<file path="config.mk">
export PLATFORM = sky130hd
export DESIGN_NAME = rhpc_lane
export DESIGN_NICKNAME = d
export VERILOG_FILES = /design/src/sv/rhpc_pkg.sv /design/src/sv/rhpc_lane.sv
export SDC_FILE = /design/constraint.sdc
export NUM_CORES = 1
export LEC_CHECK = 0
export BUFFER_PORTS_ARGS = -buffer_cell sky130_fd_sc_hd__buf_2
export CAP_MARGIN = 10
export CORE_MARGIN = 2
export CORE_UTILIZATION = 67
export CTS_CLUSTER_DIAMETER = 150
export DETAILED_ROUTE_END_ITERATION = 7
export GPL_ROUTABILITY_DRIVEN = 0
export GPL_TIMING_DRIVEN = 0
export PLACE_DENSITY = 0.95
export RECOVER_POWER = 25
export SYNTH_ARGS = -nofsm -noshare
export SYNTH_HDL_FRONTEND = slang
export SYNTH_SLANG_ARGS = --single-unit
</file>
<file path="constraint.sdc">
create_clock -name i_clk -period 11.8 [get_ports i_clk]
set_clock_uncertainty 0.2 [all_clocks]
set_input_delay 2.36 -clock i_clk [delete_from_list [all_inputs] [get_ports i_clk]]
set_output_delay 2.36 -clock i_clk [all_outputs]
set_load 0.05 [all_outputs]
</file>
<file path="src/sv/rhpc_pkg.sv">
// ============================================================================
// rhpc_pkg: shared constants and types for the rolling hash pattern counter
// Digit sizes for the serial hash lanes and the control bundle sent to them.
// ============================================================================
`default_nettype none

package rhpc_pkg;

    localparam int MAX_PATTERN_DEF = 1024;
    localparam int NUM_BASES_DEF   = 5;

    localparam int HASH_W  = 64;
    localparam int DIG_W   = 8;
    localparam int DIGITS  = HASH_W / DIG_W;
    localparam int DCNT_W  = $clog2(DIGITS);
    localparam int BASE_W  = 3;
    localparam int CNT_W   = 32;

    typedef struct packed {
        logic step;   // process one digit this cycle
        logic first;  // least significant digit of the word
        logic text;   // text byte, otherwise pattern byte
        logic roll;   // window full: remove the leaving byte
        logic mul_pw; // advance the kept power
        logic clear;  // start of a new case
    } t_lane_ctrl;

endpackage

`default_nettype wire

</file>
<file path="src/sv/rhpc_lane.sv">
// ============================================================================
// rhpc_lane: one polynomial hash base, a byte digit per cycle while stepped
// Pattern hash, text hash and kept power rotate through 64-bit shift registers.
// ============================================================================
`default_nettype none

module rhpc_lane #(
    parameter logic [rhpc_pkg::BASE_W-1:0] BASE = 3'd1
) (
    input  wire                            i_clk,
    input  wire                            i_rst_n,
    input  rhpc_pkg::t_lane_ctrl           i_ctrl,
    input  wire  [rhpc_pkg::DIG_W-1:0]     i_char,
    input  wire  [rhpc_pkg::DIG_W-1:0]     i_leave,
    output logic                           o_eq
);

    localparam int HW = rhpc_pkg::HASH_W;
    localparam int DW = rhpc_pkg::DIG_W;
    localparam int MW = DW + rhpc_pkg::BASE_W;

    logic [HW-1:0] r_ph, r_th, r_pw;
    logic [rhpc_pkg::BASE_W-1:0] r_hc, r_pc, r_tc;
    logic [DW-1:0] r_mc;
    logic          r_bw;

    logic [DW-1:0] hdig, tdig, pdig, c0, d;
    logic [rhpc_pkg::BASE_W-1:0] cin_h, cin_p, cin_t;
    logic [DW-1:0] cin_m;
    logic          cin_b;
    logic [MW-1:0] hmul, pmul, tmul;
    logic [2*DW-1:0] prod;
    logic [DW:0]     diff;

    always_comb begin
        hdig  = r_ph[DW-1:0];
        tdig  = r_th[DW-1:0];
        pdig  = r_pw[DW-1:0];
        cin_h = i_ctrl.first ? '0 : r_hc;
        cin_p = i_ctrl.first ? '0 : r_pc;
        cin_t = i_ctrl.first ? '0 : r_tc;
        cin_m = i_ctrl.first ? '0 : r_mc;
        cin_b = i_ctrl.first ? 1'b0 : r_bw;
        c0    = i_ctrl.first ? i_char : '0;
        hmul  = MW'(hdig) * MW'(BASE) + MW'(cin_h) + MW'(c0);
        pmul  = MW'(pdig) * MW'(BASE) + MW'(cin_p);
        // leaving * power, then subtract from the text hash, borrow carried
        prod  = (2*DW)'(i_leave) * (2*DW)'(pdig) + (2*DW)'(cin_m);
        diff  = {1'b0, tdig} - {1'b0, prod[DW-1:0]} - (DW+1)'(cin_b);
        d     = i_ctrl.roll ? diff[DW-1:0] : tdig;
        tmul  = MW'(d) * MW'(BASE) + MW'(cin_t) + MW'(c0);
    end

    always_ff @(posedge i_clk) begin
        if (!i_rst_n || i_ctrl.clear) begin
            r_ph <= '0;
            r_th <= '0;
            r_pw <= HW'(1);
            o_eq <= 1'b0;
        end else if (i_ctrl.step) begin
            r_hc <= hmul[MW-1:DW];
            r_pc <= pmul[MW-1:DW];
            r_tc <= tmul[MW-1:DW];
            r_mc <= prod[2*DW-1:DW];
            r_bw <= diff[DW];
            if (i_ctrl.text) begin
                r_th <= {tmul[DW-1:0], r_th[HW-1:DW]};
                r_ph <= {hdig, r_ph[HW-1:DW]};
                r_pw <= {pdig, r_pw[HW-1:DW]};
                o_eq <= (i_ctrl.first ? 1'b1 : o_eq) & (tmul[DW-1:0] == hdig);
            end else begin
                r_ph <= {hmul[DW-1:0], r_ph[HW-1:DW]};
                r_pw <= {(i_ctrl.mul_pw ? pmul[DW-1:0] : pdig), r_pw[HW-1:DW]};
                r_th <= {tdig, r_th[HW-1:DW]};
            end
        end
    end

endmodule

`default_nettype wire
</file>
==> impl_metrics.yaml <==
run_status:
  status: "finished clean"
finish:
  drive_above_1_share_pct: 6.39
  layout.nets: 1379
  multi_input_area_sq_um: 6430
  stdcell_area_sq_um: 12300
  post-route-util_pct: 74.4
  area_delta_synth_final_pct: 8.65
  diodes: 0
  regArea_sq_um: 4280
  fill_cells: 1042
setup_path:
  cp-end-kind: "flop"
  worst-r2r-cell-count: 24
  criticalPathCategory: "primary input to flop"
  cp_max_fo: 10
  arrival_ps: 9420
  r2r_start: "r_pw[4]"
  r2r_setup_slack_ps: 4380
  reg2reg_to: "o_eq"
  worst_ep_required_time_ps: 12030
  cpMostUsedCell: "ha_1"
  cpPeakStageDelay_ps: 550
  cp-start-kind: "primary input"
  cp_slowest_cell: "xnor2_1"
routing:
  drtIter0Drc: 654
  via_per_inst: 5.83
  routed_wirelength_um: 25700
  wl_per_cell_um: 17.7
  first_pass_iters: 8
  num_vias: 8482
  ant_nets: 0
  drc: 0
synth:
  ys_seq_elements: 207
  synth_area_sq_um: 11400
  async_flop_share_pct: 0
  synth_top_cell_area_share_pct: 34.0
  yosysUniqueCellTypes: 54
  ys_warn_count: 0
  syn_inst: 1183
  yosysMostFrequentCell: "nor2_1"
  synth_nets: 1337
  yosysSeqAreaShare_pct: 37.7
  synth_top_flop_cell: "dfxtp_1"
  synth_area_per_cell_sq_um: 9.60
  synth_edf_count: 14
  synth_area_leader_cell: "dfxtp_1"
  netlist_top_cells_count: "nor2_1, dfxtp_1, mux2i_1, inv_1, ha_1"
  synthTopCellsByArea: "dfxtp_1, mux2i_1, fa_1, ha_1, nor2_1"
floorplanning:
  die_w_um: 134
  start_util_pct: 68.5
  core_area_sq_um: 16600
  dieHeight_um: 134
  pin_count: 25
  die_area_sq_um: 18000
  row_count: 47
clocking:
  numCtsBuffers: 21
  cts_sinks: 207
  post_cts_buffers: 0
  ctsHtreeMaxLevel: 1
  cts_tree: "built"
  clock_latency_ps: 510
  clkSlewWorstSetupHoldPaths_ps: 70
  cts-resized-gates: 0
  cts-root-buf: "clkbuf_16"
  hold_buffers: 0
  clock_path_buffers: 3
min_path:
  holdPathEnd: "r_ph[5]"
  hold_depth: 2
  worstHoldPathType: "flop to flop"
  min_from: "r_ph[13]"
timing:
  worst_pin_slew_ps: 797
  setup_viol: 0
  period_minus_slack_ps: 9190
  finalCritPeriodShare_pct: 77.9
  max_freq_ghz: 0.109
  grt_setup_unrepaired: "no"
  finalHoldViolations: 0
  drv_slew: 0
  relSlewSlack_pct: 46.9
  fin_ws_ps: 2610
  setup-tns-final_ps: 0
grt:
  grt_pass1_wl_um: 42100
  grt_max_degree: 15
  antenna_found_initial: 0
  grt_pass1_vias: 8685
  grtUsageTotal_pct: 29.0
  grt.overflow.total: 0
place:
  portBuffers: 19
  dpl.hpwl_um: 18100
  pre_cts_slack_ps: 2540
  placed_cell_area_sq_um: 11700
pwr:
  power_density_nw_per_um2: 134
  max-vdd-ir-drop_v: 0.0000987
  leakagePower_nw: 5.62
run:
  max_cap_violations: 0
[worst max-delay path, delay by kind of cell]
kind / cells / cell delay (ps)
xor gates and xnor gates: 1 / 550
buffers and inverters: 4 / 810
muxes: 1 / 280
adders and majority gates: 9 / 3660
AOI/OAI and AO/OA: 5 / 1100
and+or+nand+nor: 5 / 670
[report_power, final]
part / switching [mW] / internal [mW] / leakage [nW] / total, mW
Combinational: 0.192 / 0.126 / 3.62 / 0.319
Clock: 0.272 / 0.346 / 0.313 / 0.618
Sequential: 0.00351 / 0.714 / 1.68 / 0.717
Total: 0.468 / 1.19 / 5.62 / 1.65
[state kept, by name, summed over array words and instances (netlist names)]
register,count
r_pc,1
r_th,64
r_mc,8
r_tc,2
r_bw,1
r_ph,64
r_pw,64
o_eq,1
r_hc,2
[through the flow]
stage	total power [mW]	hold slack, ps	cells
after floorplan	0.966	244	1183
after global placement	1.02	272	1422
after detailed placement	1.03	282	1422
after CTS	1.65	296	1456
after global routing	1.71	302	1456
final	1.65	285	1456
[how the worst max path moves through the flow]
stage | to | from | depth (start not counted)
floorplan | o_eq | i_leave[3] | 25
global placement | o_eq | i_ctrl[4] | 25
detailed placement | o_eq | i_ctrl[4] | 25
CTS | o_eq | i_ctrl[4] | 25
global route | o_eq | i_ctrl[4] | 25
finish | o_eq | i_ctrl[4] | 25
[placed cells by master, fill, tap and decap left out, drive strengths merged, types with 29 or more instances in the layout]
cell | synthesis | final
and2 | 30 | 30
nand2 | 75 | 75
nor2 | 205 | 205
mux2i | 179 | 179
buf | 28 | 40
a21oi | 29 | 29
dfxtp | 193 | 193
fa | 52 | 52
inv | 93 | 95
ha | 78 | 78
clkbuf | 38 | 72
[layout make-up]
cell class,count,area share (%)
flip-flops and latches,207,34.7
plain buffers,66,2.32
inverters,93,2.83
well taps,220,2.23
clock inverters,7,0.385
clock buffers,27,4.68
multi-input cells,817,52.1
repair buffers,19,0.760
[logic make-up after synthesis]
kind of cell | synth area share [%]
AND/OR/NAND/NOR | 13.8
flip-flops | 37.7
multiplexers | 15.9
buffers and inverters | 5.68
adder cells (fa/ha/maj) | 17.8
AO/OA/AOI/OAI | 6.13
XOR/XNOR | 3.01
[routing by layer]
layer / share of wire (%) / global-route usage [%] / up-vias
met4: 4.6 / 15.0 / 0
met1: 41 / 35.4 / 4045
met3: 6.9 / 5.48 / 116
met2: 48 / 48.8 / 333
met5: 0 / 0 / -
li1: - / - / 3988
No activity file was read; power rests on OpenSTA's default activity.
